File: src/sv/dcs_pkg.sv
// Shared types, codes and constants for the DDS command serializer.
// Used by every module of the block; depends on nothing.
package dcs_pkg;

	localparam int CHANNELS_DEF = 4;
	localparam int QUEUE_DEPTH_DEF = 2;

	localparam int ADDR_W = 5;
	localparam int VALUE_W = 32;
	localparam int DATA_W = 32;
	localparam int CFG_ADDR_W = 4;
	localparam int CFG_DATA_W = 32;

	localparam int QUO_W = 33;
	localparam int LEN_W = 6;
	localparam int REG_FRAME_W = 40;
	localparam int WORD_W = 56;

	localparam int MUL_X_W = 29;
	localparam int PHASE_IN_W = 9;
	localparam int RECIP_HI_W = 26;
	localparam int RECIP_LO_W = 22;
	localparam int FREQ_RECIP_SPLIT = 27;
	localparam int PROD_W = 82;
	localparam int FREQ_SHIFT = 49;
	localparam int PHASE_SHIFT = 14;

	localparam logic [VALUE_W-1:0] FREQ_MAX_HZ = 32'd500000000;
	localparam logic [VALUE_W-1:0] FREQ_SUBST = 32'd114514;
	localparam logic [VALUE_W-1:0] AMP_MAX = 32'd1023;
	localparam logic [VALUE_W-1:0] AMP_SUBST = 32'd114;
	localparam logic [15:0] AMP_ENABLE = 16'h1000;
	localparam logic [VALUE_W-1:0] PHASE_TOP_DEG = 32'd359;
	localparam logic [7:0] SELECT_BASE = 8'h10;

	// The frequency word is x * ceil(2^73 / 1953125) >> 49, split into two partial products.
	localparam logic [RECIP_HI_W-1:0] FREQ_RECIP_HI = 26'd36028797;
	localparam logic [RECIP_LO_W-1:0] FREQ_RECIP_LO = 22'd2545301;
	// The phase word is p * ceil(2^25 / 45) >> 14, exact for p up to 359.
	localparam logic [RECIP_LO_W-1:0] PHASE_RECIP = 22'd745655;

	localparam logic [LEN_W-1:0] LEN_FREQ = 6'd40;
	localparam logic [LEN_W-1:0] LEN_AMP = 6'd32;
	localparam logic [LEN_W-1:0] LEN_PHASE = 6'd24;
	localparam logic [LEN_W-1:0] LEN_SELECT = 6'd16;

	localparam logic [ADDR_W-1:0] RST_ADDR_CHAN_SEL = 5'd0;
	localparam logic [ADDR_W-1:0] RST_ADDR_FREQ = 5'd4;
	localparam logic [ADDR_W-1:0] RST_ADDR_PHASE = 5'd5;
	localparam logic [ADDR_W-1:0] RST_ADDR_AMP = 5'd6;

	typedef enum logic [1:0] {
		FUNC_FREQ = 2'd0,
		FUNC_AMP = 2'd1,
		FUNC_PHASE = 2'd2,
		FUNC_NONE = 2'd3
	} func_t;

	typedef enum logic [1:0] {
		REG_CHAN_SEL = 2'd0,
		REG_FREQ = 2'd1,
		REG_PHASE = 2'd2,
		REG_AMP = 2'd3
	} reg_idx_t;

	typedef enum logic [1:0] {
		FS_IDLE,
		FS_DIV,
		FS_FIN
	} front_state_t;

	typedef struct packed {
		logic [ADDR_W-1:0] chan_sel;
		logic [ADDR_W-1:0] freq;
		logic [ADDR_W-1:0] phase;
		logic [ADDR_W-1:0] amp;
	} addr_cfg_t;

	typedef struct packed {
		logic has_sel;
		logic [7:0] sel_byte;
		logic [ADDR_W-1:0] sel_addr;
		logic [ADDR_W-1:0] reg_addr;
		func_t func;
		logic [DATA_W-1:0] data;
		logic [1:0] err;
	} cmd_t;

endpackage

File: src/sv/dcs_divider.sv
// Two-stage reciprocal multiplier that divides by the frequency and phase constants.
// Used by dcs_front for the frequency and phase words; depends on dcs_pkg.
module dcs_divider (
	input  logic                          clk,
	input  logic                          arst_n,
	input  logic                          load,
	input  logic                          is_freq,
	input  logic [dcs_pkg::MUL_X_W-1:0]   value,
	output logic                          last_step,
	output logic [dcs_pkg::QUO_W-1:0]     quotient
);
	import dcs_pkg::*;

	logic valid_s1;
	logic freq_s1;
	logic [MUL_X_W+RECIP_HI_W-1:0] hi_s1;
	logic [MUL_X_W+RECIP_LO_W-1:0] lo_s1;
	logic [QUO_W-1:0] quo_q;

	logic [MUL_X_W-1:0] mul_x;
	logic [RECIP_LO_W-1:0] lo_k;
	logic [PROD_W-1:0] prod;

	always_comb begin
		mul_x = is_freq ? value : {{(MUL_X_W-PHASE_IN_W){1'b0}}, value[PHASE_IN_W-1:0]};
		lo_k = is_freq ? FREQ_RECIP_LO : PHASE_RECIP;
		prod = {hi_s1, {FREQ_RECIP_SPLIT{1'b0}}} + PROD_W'(lo_s1);
	end

	always_ff @(posedge clk or negedge arst_n) begin
		if (!arst_n) begin
			valid_s1 <= 1'b0;
		end else begin
			valid_s1 <= load;
		end
	end

	always_ff @(posedge clk) begin
		if (load) begin
			freq_s1 <= is_freq;
			hi_s1 <= is_freq ? mul_x * FREQ_RECIP_HI : '0;
			lo_s1 <= mul_x * lo_k;
		end
		if (valid_s1) begin
			quo_q <= freq_s1 ? prod[PROD_W-1:FREQ_SHIFT]
				: lo_s1[QUO_W+PHASE_SHIFT-1:PHASE_SHIFT];
		end
	end

	assign last_step = valid_s1;
	assign quotient = quo_q;

endmodule

File: src/sv/dcs_front.sv
// Front end: accepts commands, checks ranges and channel, builds queue entries.
// Runs the reciprocal multiplier for frequency and phase words; depends on dcs_pkg and dcs_divider.
module dcs_front #(
	parameter int CHANNELS = dcs_pkg::CHANNELS_DEF
) (
	input  logic                          clk,
	input  logic                          arst_n,
	input  logic                          start,
	input  logic [1:0]                    func,
	input  logic [2:0]                    channel,
	input  logic [dcs_pkg::VALUE_W-1:0]   value,
	input  dcs_pkg::addr_cfg_t            cfg,
	input  logic                          queue_full,
	output logic                          busy,
	output logic                          push,
	output dcs_pkg::cmd_t                 push_cmd
);
	import dcs_pkg::*;

	front_state_t state_q, state_d;
	cmd_t pend_q;
	cmd_t new_cmd;
	func_t f;
	logic accept;
	logic chan_ok;
	logic val_bad;
	logic [VALUE_W-1:0] val_sub;
	logic [ADDR_W-1:0] reg_addr;
	logic div_load;
	logic div_is_freq;
	logic div_last;
	logic [QUO_W-1:0] quotient;
	logic [DATA_W-1:0] div_data;

	always_comb begin
		f = func_t'(func);
		chan_ok = {1'b0, channel} < 4'(CHANNELS);
		unique case (f)
			FUNC_FREQ: begin
				val_bad = (value == '0) || (value > FREQ_MAX_HZ);
				val_sub = val_bad ? FREQ_SUBST : value;
				reg_addr = cfg.freq;
			end
			FUNC_AMP: begin
				val_bad = value > AMP_MAX;
				val_sub = val_bad ? AMP_SUBST : value;
				reg_addr = cfg.amp;
			end
			FUNC_PHASE: begin
				val_bad = value > PHASE_TOP_DEG;
				val_sub = val_bad ? '0 : value;
				reg_addr = cfg.phase;
			end
			default: begin
				val_bad = 1'b0;
				val_sub = value;
				reg_addr = cfg.amp;
			end
		endcase
		new_cmd.has_sel = chan_ok;
		new_cmd.sel_byte = SELECT_BASE << channel;
		new_cmd.sel_addr = cfg.chan_sel;
		new_cmd.reg_addr = reg_addr;
		new_cmd.func = f;
		new_cmd.data = {16'h0000, val_sub[15:0] | AMP_ENABLE};
		new_cmd.err = {~chan_ok, val_bad};
	end

	always_comb begin
		accept = start && !busy;
		div_load = accept && ((f == FUNC_FREQ) || (f == FUNC_PHASE));
		div_is_freq = f == FUNC_FREQ;
	end

	dcs_divider u_div (
		.clk       (clk),
		.arst_n    (arst_n),
		.load      (div_load),
		.is_freq   (div_is_freq),
		.value     (val_sub[MUL_X_W-1:0]),
		.last_step (div_last),
		.quotient  (quotient)
	);

	always_ff @(posedge clk or negedge arst_n) begin
		if (!arst_n) begin
			state_q <= FS_IDLE;
		end else begin
			state_q <= state_d;
		end
	end

	always_ff @(posedge clk) begin
		if (accept) begin
			pend_q <= new_cmd;
		end
	end

	always_comb begin
		state_d = state_q;
		unique case (state_q)
			FS_IDLE: begin
				if (div_load) begin
					state_d = FS_DIV;
				end
			end
			FS_DIV: begin
				if (div_last) begin
					state_d = FS_FIN;
				end
			end
			FS_FIN: begin
				state_d = FS_IDLE;
			end
			default: begin
				state_d = FS_IDLE;
			end
		endcase
	end

	always_comb begin
		if (pend_q.func == FUNC_FREQ) begin
			div_data = quotient[QUO_W-1] ? '1 : quotient[DATA_W-1:0];
		end else begin
			div_data = {16'h0000, quotient[15:0]};
		end
		busy = (state_q != FS_IDLE) || queue_full;
		push = 1'b0;
		push_cmd = new_cmd;
		unique case (state_q)
			FS_IDLE: begin
				push = accept && (f == FUNC_AMP);
			end
			FS_FIN: begin
				push = 1'b1;
				push_cmd = pend_q;
				push_cmd.data = div_data;
			end
			default: begin
				push = 1'b0;
			end
		endcase
	end

endmodule

File: src/sv/dcs_queue.sv
// Short queue of prepared frame commands between the front and the back end.
// Depends on dcs_pkg for the entry type.
module dcs_queue #(
	parameter int DEPTH = dcs_pkg::QUEUE_DEPTH_DEF
) (
	input  logic          clk,
	input  logic          arst_n,
	input  logic          push,
	input  dcs_pkg::cmd_t push_cmd,
	input  logic          pop,
	output logic          full,
	output logic          nonempty,
	output dcs_pkg::cmd_t head
);
	import dcs_pkg::*;

	localparam int PW = (DEPTH > 1) ? $clog2(DEPTH) : 1;
	localparam int CW = $clog2(DEPTH + 1);

	cmd_t mem_q [DEPTH];
	logic [PW-1:0] wr_ptr_q;
	logic [PW-1:0] rd_ptr_q;
	logic [CW-1:0] count_q;
	logic do_push;
	logic do_pop;

	assign do_pop = pop && nonempty;
	assign do_push = push && (!full || do_pop);
	assign full = count_q == CW'(DEPTH);
	assign nonempty = count_q != '0;
	assign head = mem_q[rd_ptr_q];

	always_ff @(posedge clk or negedge arst_n) begin
		if (!arst_n) begin
			wr_ptr_q <= '0;
			rd_ptr_q <= '0;
			count_q <= '0;
		end else begin
			if (do_push) begin
				wr_ptr_q <= (wr_ptr_q == PW'(DEPTH - 1)) ? '0 : wr_ptr_q + 1'b1;
			end
			if (do_pop) begin
				rd_ptr_q <= (rd_ptr_q == PW'(DEPTH - 1)) ? '0 : rd_ptr_q + 1'b1;
			end
			if (do_push && !do_pop) begin
				count_q <= count_q + 1'b1;
			end else if (do_pop && !do_push) begin
				count_q <= count_q - 1'b1;
			end
		end
	end

	always_ff @(posedge clk) begin
		if (do_push) begin
			mem_q[wr_ptr_q] <= push_cmd;
		end
	end

endmodule

File: src/sv/dcs_back.sv
// Back end: turns a queued command into its frames and shifts them out one bit a clock.
// Depends on dcs_pkg.
module dcs_back (
	input  logic          clk,
	input  logic          arst_n,
	input  logic          nonempty,
	input  dcs_pkg::cmd_t head,
	output logic          pop,
	output logic          strobe,
	output logic          sdio_bit,
	output logic          frame_end,
	output logic [1:0]    error_code,
	output logic          last
);
	import dcs_pkg::*;

	logic [WORD_W-1:0] sh_q;
	logic [LEN_W-1:0] cnt_q;
	logic [LEN_W-1:0] reg_len_q;
	logic has_sel_q;
	logic [1:0] err_q;

	logic [REG_FRAME_W-1:0] reg_frame;
	logic [LEN_W-1:0] reg_len;
	logic [WORD_W-1:0] word;
	logic [LEN_W-1:0] total;

	always_comb begin
		unique case (head.func)
			FUNC_AMP: begin
				reg_frame = {3'b000, head.reg_addr, 8'h00, head.data[15:0], 8'h00};
				reg_len = LEN_AMP;
			end
			FUNC_PHASE: begin
				reg_frame = {3'b000, head.reg_addr, head.data[15:0], 16'h0000};
				reg_len = LEN_PHASE;
			end
			default: begin
				reg_frame = {3'b000, head.reg_addr, head.data};
				reg_len = LEN_FREQ;
			end
		endcase
		if (head.has_sel) begin
			word = {3'b000, head.sel_addr, head.sel_byte, reg_frame};
			total = reg_len + LEN_SELECT;
		end else begin
			word = {reg_frame, 16'h0000};
			total = reg_len;
		end
	end

	assign pop = nonempty && (cnt_q <= LEN_W'(1));

	always_ff @(posedge clk or negedge arst_n) begin
		if (!arst_n) begin
			cnt_q <= '0;
		end else if (pop) begin
			cnt_q <= total;
		end else if (cnt_q != '0) begin
			cnt_q <= cnt_q - 1'b1;
		end
	end

	always_ff @(posedge clk) begin
		if (pop) begin
			sh_q <= word;
			reg_len_q <= reg_len;
			has_sel_q <= head.has_sel;
			err_q <= head.err;
		end else if (cnt_q != '0) begin
			sh_q <= {sh_q[WORD_W-2:0], 1'b0};
		end
	end

	assign strobe = cnt_q != '0;
	assign sdio_bit = sh_q[WORD_W-1];
	assign last = cnt_q == LEN_W'(1);
	assign frame_end = last || (has_sel_q && (cnt_q == reg_len_q + LEN_W'(1)));
	assign error_code = err_q;

endmodule

File: src/sv/dds_command_serializer.sv
// Top level of the DDS command serializer: configuration registers and block wiring.
// Depends on dcs_pkg, dcs_front, dcs_queue and dcs_back.
//
// A command (func, channel, value) is taken at a rising edge with start high and
// busy low. Its serial bits leave MSB first, one per clock, each shown for exactly
// one cycle while strobe is high, with sdio_bit, frame_end, error_code and last.
// A valid channel gets a 16-bit select frame before the register frame; the
// register frame is 40, 32 or 24 bits for frequency, amplitude and phase.
// Func 3 is taken and produces nothing.
// Frequency and phase commands pass through a two-stage reciprocal multiplier in the
// front end before they are pushed into the queue; amplitude commands go straight to
// the queue.
// Throughput: the serial line sends one bit per clock, with no gap between commands
// while the queue holds the next one; the queue (two entries by default) lets the
// front end prepare the next command meanwhile. busy stays high after a frequency or
// phase command is taken until it has been pushed, and whenever the queue is full.
// The receiver cannot stall: every bit is delivered in the cycle it is shown.
// Reset clears the queue, the shift counter and the front state; the address
// registers return to 0, 4, 5 and 6 and sit at APB byte addresses 0, 4, 8 and 12,
// always ready; the user must write them only while the block is idle (not enforced).
module dds_command_serializer #(
	parameter int CHANNELS = dcs_pkg::CHANNELS_DEF,
	parameter int QUEUE_DEPTH = dcs_pkg::QUEUE_DEPTH_DEF
) (
	input  logic                            clk,
	input  logic                            arst_n,
	input  logic                            start,
	output logic                            busy,
	input  logic [1:0]                      func,
	input  logic [2:0]                      channel,
	input  logic [dcs_pkg::VALUE_W-1:0]     value,
	output logic                            strobe,
	output logic                            sdio_bit,
	output logic                            frame_end,
	output logic [1:0]                      error_code,
	output logic                            last,
	input  logic                            psel,
	input  logic                            penable,
	input  logic                            pwrite,
	input  logic [dcs_pkg::CFG_ADDR_W-1:0]  paddr,
	input  logic [dcs_pkg::CFG_DATA_W-1:0]  pwdata,
	output logic [dcs_pkg::CFG_DATA_W-1:0]  prdata,
	output logic                            pready
);
	import dcs_pkg::*;

	addr_cfg_t cfg_q;
	reg_idx_t reg_idx;
	logic cfg_write;
	logic [ADDR_W-1:0] rd_val;

	logic push;
	cmd_t push_cmd;
	logic pop;
	logic queue_full;
	logic queue_nonempty;
	cmd_t head;

	assign pready = 1'b1;
	assign reg_idx = reg_idx_t'(paddr[3:2]);
	assign cfg_write = psel && penable && pwrite && pready;

	always_ff @(posedge clk or negedge arst_n) begin
		if (!arst_n) begin
			cfg_q.chan_sel <= RST_ADDR_CHAN_SEL;
			cfg_q.freq <= RST_ADDR_FREQ;
			cfg_q.phase <= RST_ADDR_PHASE;
			cfg_q.amp <= RST_ADDR_AMP;
		end else if (cfg_write) begin
			unique case (reg_idx)
				REG_CHAN_SEL: cfg_q.chan_sel <= pwdata[ADDR_W-1:0];
				REG_FREQ: cfg_q.freq <= pwdata[ADDR_W-1:0];
				REG_PHASE: cfg_q.phase <= pwdata[ADDR_W-1:0];
				REG_AMP: cfg_q.amp <= pwdata[ADDR_W-1:0];
				default: cfg_q <= cfg_q;
			endcase
		end
	end

	always_comb begin
		unique case (reg_idx)
			REG_CHAN_SEL: rd_val = cfg_q.chan_sel;
			REG_FREQ: rd_val = cfg_q.freq;
			REG_PHASE: rd_val = cfg_q.phase;
			REG_AMP: rd_val = cfg_q.amp;
			default: rd_val = '0;
		endcase
		prdata = {{(CFG_DATA_W-ADDR_W){1'b0}}, rd_val};
	end

	dcs_front #(
		.CHANNELS (CHANNELS)
	) u_front (
		.clk        (clk),
		.arst_n     (arst_n),
		.start      (start),
		.func       (func),
		.channel    (channel),
		.value      (value),
		.cfg        (cfg_q),
		.queue_full (queue_full),
		.busy       (busy),
		.push       (push),
		.push_cmd   (push_cmd)
	);

	dcs_queue #(
		.DEPTH (QUEUE_DEPTH)
	) u_queue (
		.clk      (clk),
		.arst_n   (arst_n),
		.push     (push),
		.push_cmd (push_cmd),
		.pop      (pop),
		.full     (queue_full),
		.nonempty (queue_nonempty),
		.head     (head)
	);

	dcs_back u_back (
		.clk        (clk),
		.arst_n     (arst_n),
		.nonempty   (queue_nonempty),
		.head       (head),
		.pop        (pop),
		.strobe     (strobe),
		.sdio_bit   (sdio_bit),
		.frame_end  (frame_end),
		.error_code (error_code),
		.last       (last)
	);

endmodule

File: config.mk
export PLATFORM = sky130hd
export DESIGN_NAME = dds_command_serializer
export DESIGN_NICKNAME = d
export VERILOG_FILES = /design/src/sv/dcs_pkg.sv /design/src/sv/dcs_divider.sv /design/src/sv/dcs_front.sv /design/src/sv/dcs_queue.sv /design/src/sv/dcs_back.sv /design/src/sv/dds_command_serializer.sv
export SDC_FILE = /design/constraint.sdc
export NUM_CORES = 2
export LEC_CHECK = 0
export BUFFER_PORTS_ARGS = -buffer_cell sky130_fd_sc_hd__buf_2
export CORE_MARGIN = 2
export CORE_UTILIZATION = 55
export CTS_BUF_LIST = sky130_fd_sc_hd__clkbuf_4 sky130_fd_sc_hd__clkbuf_8 sky130_fd_sc_hd__clkbuf_16
export DETAILED_ROUTE_END_ITERATION = 12
export PLACE_DENSITY = 0.75
export SETUP_SLACK_MARGIN = 0.02
export SYNTH_ARGS = -nofsm -noshare
export SYNTH_HDL_FRONTEND = slang
export SYNTH_HIERARCHICAL = 1
export SYNTH_SLANG_ARGS = --single-unit
File: constraint.sdc
create_clock -name clk -period 6.3 [get_ports clk]
set_input_delay 0.315 -clock clk [delete_from_list [all_inputs] [get_ports clk]]
set_output_delay 0.315 -clock clk [all_outputs]
set_load 0.05 [all_outputs]
Yosys cells after proc, flatten, opt, wreduce, memory -nomap -nowiden
Memory sizes are Yosys's and may differ from the RTL's. Cells that the tools add are included.

Bits in registers: 261. Memory bits (writable): 110. Bits of input ports: 79. Word-level logic and storage cells: 122. Memories: 1.

Memories: u_queue.mem_q (depth 2, bits a word 55, read ports 1, clocked after memory_dff 0, wr ports 1, RTL line dcs_queue.sv:20) `cmd_t mem_q [DEPTH];`.

$add $sub $neg: 8. $mul: 2. Order comparisons: 5. Eq/ne operators: 14. Shift-type cells: 1. Mux-type cells: 31. Bitwise operators: 1. Reductions and logical operators: 35.

Operators by type and width (number): 29-bit 2-to-1 mux (4); 56-bit 2-to-1 mux (2); 29-bit case mux with 3 select lines (1); 82-bit by 51-bit adder with 82-bit output (1); 32-bit 2-to-1 mux (2); 32-bit case mux with 2 select lines (1); 29-bit by 26-bit multiplier with 55-bit output, second input constant (1); 55-bit 2-to-1 mux (1); 53-bit 2-to-1 mux (1); 29-bit by 22-bit multiplier with 51-bit output (1); 33-bit 2-to-1 mux (1); 32-bit by 10-bit greater-than comparator with 1-bit output, second input constant (1); 32-bit by 29-bit greater-than comparator with 1-bit output, second input constant (1); 32-bit by 9-bit greater-than comparator with 1-bit output, second input constant (1); 32-bit logical NOT (1); 22-bit 2-to-1 mux (1); 5-bit case mux with 4 select lines (1); 6-bit 2-to-1 mux (3); 2-bit equality test, second input constant (6); 6-bit case mux with 2 select lines (1); 1-bit logical AND (11); 5-bit case mux with 2 select lines (1); 2-bit AND reduction (5); 2-bit by 1-bit equality test with 1-bit output, second input constant (4); 23 further kinds (44).

Longest topological paths before layout
Depth after elaboration: 11. Gate-level depth with buffers: 36. Depth with buffers taken out: 31.

Cells and area by module
Netlist, hierarchy kept.

By module, submodules not included: dcs_divider (instances 1, cells an instance 3310, area each 32607.5 um^2); dcs_queue (instances 1, cells an instance 191, area each 4345.4 um^2); dcs_back (instances 1, cells an instance 372, area each 3734.8 um^2); dcs_front (instances 1, cells an instance 293, area each 2298.5 um^2); dds_command_serializer (instances 1, cells an instance 83, area each 1166.1 um^2).

Least setup slack after synthesis
Ideal clock, no wire load.

Kind: input-to-reg. Start point: input value[25] in the netlist's numbering. End point: register u_front.u_div.lo_s1[50] (data pin). Setup time: 0.258 ns. Arrival: 9.185 ns. Data required time: 6.042 ns. Slack: -3.143 ns. Stages: 30. Buffers on the path: 2. Cells stage by stage: or4_4 or2_0 buf_6 or4_1 and3_1 nor3_1 clkbuf_1 nand2_1 xnor2_1 ha_1 a31oi_1 xnor2_1 ha_1 fa_1 fa_1 fa_1 fa_1 inv_1 fa_1 inv_1 ha_1 a21oi_1 o21ai_0 o211a_1 o211ai_1 a21boi_0 or3_4 a211o_4 a31oi_4 xnor2_1.

RTL lines: from (decl) (RTL line dds_command_serializer.sv:31) `input logic [dcs_pkg::VALUE_W-1:0] value,`; to (signal assigned) (RTL line dcs_divider.sv:42) `lo_s1 <= mul_x * lo_k;`; to (decl) (RTL line dcs_divider.sv:17) `logic [MUL_X_W+RECIP_LO_W-1:0] lo_s1;`.

==> results_dict.tcl <==
set metrics [dict create \
    drt_iter0_markers 2955 \
    slew_headroom_pct 30.6 \
    rr_worst_depth 12 \
    yosys.area.top_type "fa_1" \
    gp_congestion 0.999 \
    grtUsageMet2_pct 51.1 \
    synthCells 4249 \
    vias 34100 \
    startpoint_type "input pin" \
    syn2layout_area_growth_pct 25.9 \
    row_count 103 \
    grt_setup_unrepaired "true" \
    fmax_mhz 121 \
    slew_viol_final 0 \
    cts_root_buf "clkbuf_16" \
    synth_top_area_share_pct 26.4 \
    fin_skew_ns 0.0196 \
    core-area_um2 79300 \
    initial_core_util_pct 55.7 \
    cp.arrival_ns 8.54 \
    ys_seq_area_share_pct 23.4 \
    cts_tree "built" \
    h-tree-depth 2 \
    hp-start "pwdata[4]" \
    setup_ws_ns -1.93 \
    slowest_stage "fa_1" \
    synth.most_common_cell "inv_1" \
    grt.busiest_layer "met2" \
    drive_gt1_share_pct 28.5 \
    max_stage_delay_ns 0.54 \
    r2r-start "u_back/cnt_q[0]" \
    grt_usage_pct 31.2 \
    grt_remaining_overflow 0 \
    numCtsBuffers 37 \
    final_core_util_pct 70.1 \
    ys_seq_elements 350 \
    syn_area_um2 44200 \
    final_cells 6180 \
    layout.nets 6320 \
    crit_top_cell "buf_6" \
    clock-sinks 350 \
    hold_end "cfg_q[9]" \
    grt_max_degree 97 \
    hold_path_depth 2 \
    setup_violations 81 \
    synth.area.top_cells "fa_1, edfxtp_1, ha_1, inv_1, nand2_1" \
    first_pass_iters 7 \
    critPathLaunch "value[25]" \
    wire_per_inst_um 21.1 \
    io_pins 119 \
    timing.hold.ws_ns 0.0362 \
    path_class "in -> reg" \
    drc 0 \
    worst_r2r_endpoint "u_queue/count_q[1]" \
    clkLatencyLatePin_ns 0.56 \
    endpoint_kind "flop" \
    ant_nets 0 \
    place_inst 6019 \
    worstPathRequired_ns 6.60 \
    cp_max_fo 11 \
    yosys-top-cells-count "inv_1, fa_1, ha_1" \
    pre_cts_ws_ns -2.70 \
    viasPerCell 5.52 \
    wl_um 130000 \
    hold_violations 0 \
    die_h_um 287 \
    grt_use_met1_pct 42.0 \
    ys.flop_type "edfxtp_1" \
    outcome "finished with violations" \
    hpwl_um 106000 \
    synth-edff-count 317 \
    cap_violations 0 \
    grt.met3_usage_pct 4.71 \
    clk_pin_slew_ns 0.07 \
    async_flop_share_pct 9.43 \
    ys_types 103 \
    die_area_um2 82600 \
    yosys_warnings 6 \
    min_period_ns 8.23 \
    violations "setup timing" \
    syn_area_per_cell_um2 10.4 \
    antennaDiodeCount 0 \
    antenna_found_initial 2 \
    hold_class "in -> reg" \
    period_share_pct 131 \
    io_buffers 61 \
    grt_pass1_vias 34400 \
    r2r_slack_ns 2.19 \
    worst_pin_slew_ns 1.04 \
    grt_pass1_wl_um 195000 \
    clockBufferDepth 3 \
    die_x_um 287 \
]
-- cell usage in the layout (no fill, tap or decap), drive strengths merged, types with 30 or more instances in the layout --
cell type,netlist,layout
xor2,62,62
and3,30,30
inv,970,962
buf,68,879
nand2,256,256
xnor2,98,98
and2,87,87
clkbuf,98,46
conb,5,105
o21ai,143,143
nor2b,30,30
nor2,135,135
nand4,44,44
a21o,59,59
mux2,85,85
fa,583,583
a21oi,171,171
nor3,36,36
edfxtp,317,317
nand3,75,75
ha,556,556
-- per-layer routing --
layer  share of wire, %  vias to the layer above
li1                   -                    15400
met1                 40                    17000
met2                 48                     1349
met3                7.2                      299
met4                4.4                        2
met5              0.010                        -
-- logic make-up (layout without fill, tap and decap cells) --
logic type,after synthesis,count (layout),share of synthesized area [%]
and+or+nand+nor,776,776,9.07
other,5,105,0.0425
muxes,109,109,3.27
xor gates and xnor gates,160,160,3.17
adders and majority gates,1139,1139,42.2
AOI/OAI and AO/OA,571,571,8.58
buffers and inverters,1139,1920,10.2
DFF,350,350,23.4
-- through the flow --
| stage | TNS (ns) | instance area (µm²) |
|---|---|---|
| after floorplan | -107.86 | 45600 |
| after global placement | -157.55 | 51800 |
| after detailed placement | -169.03 | 51800 |
| after CTS | -97.38 | 54500 |
| after global routing | -122.30 | 55600 |
| final | -108.15 | 55600 |
-- registers in the layout, summed over array words and instances (netlist names) --
register	count
u_queue/mem_q	110
u_back/error_code	2
u_front/u_div/freq_s1	1
u_front/state_q	2
cfg_q	20
u_queue/rd_ptr_q	1
u_front/pend_q	19
u_back/cnt_q	6
u_back/reg_len_q	3
u_front/u_div/lo_s1	37
u_queue/count_q	2
u_back/has_sel_q	1
u_back/sh_q	56
u_queue/wr_ptr_q	1
u_front/u_div/quotient	33
u_front/u_div/last_step	1
u_front/u_div/hi_s1	55
-- critical path: cells and delay by family --
family | cells | cell delay, ns
xor gates and xnor gates | 1 | 0.17
adders and majority gates | 8 | 3.13
and+or+nand+nor | 7 | 1.93
AOI/OAI and AO/OA | 4 | 0.83
buffers and inverters | 17 | 2.11
-- final cells by class --
class | count | area (µm²)
sequential | 350 | 10400
clock buffer | 46 | 1010
multi-input combinational | 2860 | 31900
timing repair buffer | 880 | 6950
inverter | 973 | 3710
clock inverter | 21 | 365
fill | 5503 | 23700
tap | 1050 | 1310
-- worst max path at each step --
stage,slack (ns),cells past startpoint,endpoint
floorplan,-2.08,33,u_front/u_div/lo_s1[46]
global placement,-2.55,28,u_front/u_div/lo_s1[49]
detailed placement,-2.70,30,u_front/u_div/lo_s1[49]
CTS,-1.66,36,u_front/u_div/lo_s1[47]
global route,-2.06,38,u_front/u_div/lo_s1[33]
finish,-1.93,37,u_front/u_div/lo_s1[33]
-- timing repair --
action                                  4_1_cts  5_1_grt
endpoints found under the hold margin        28        0
pin swaps                                    67       68
setup buffers                                59       47
endpoints found under the setup margin       82       83
gates resized for setup                     180      169
hold buffers                                  1        0
Power is left out: the tool's default activity adds up to more than one toggle a clock period on the data nets, which glitch-free logic cannot reach.
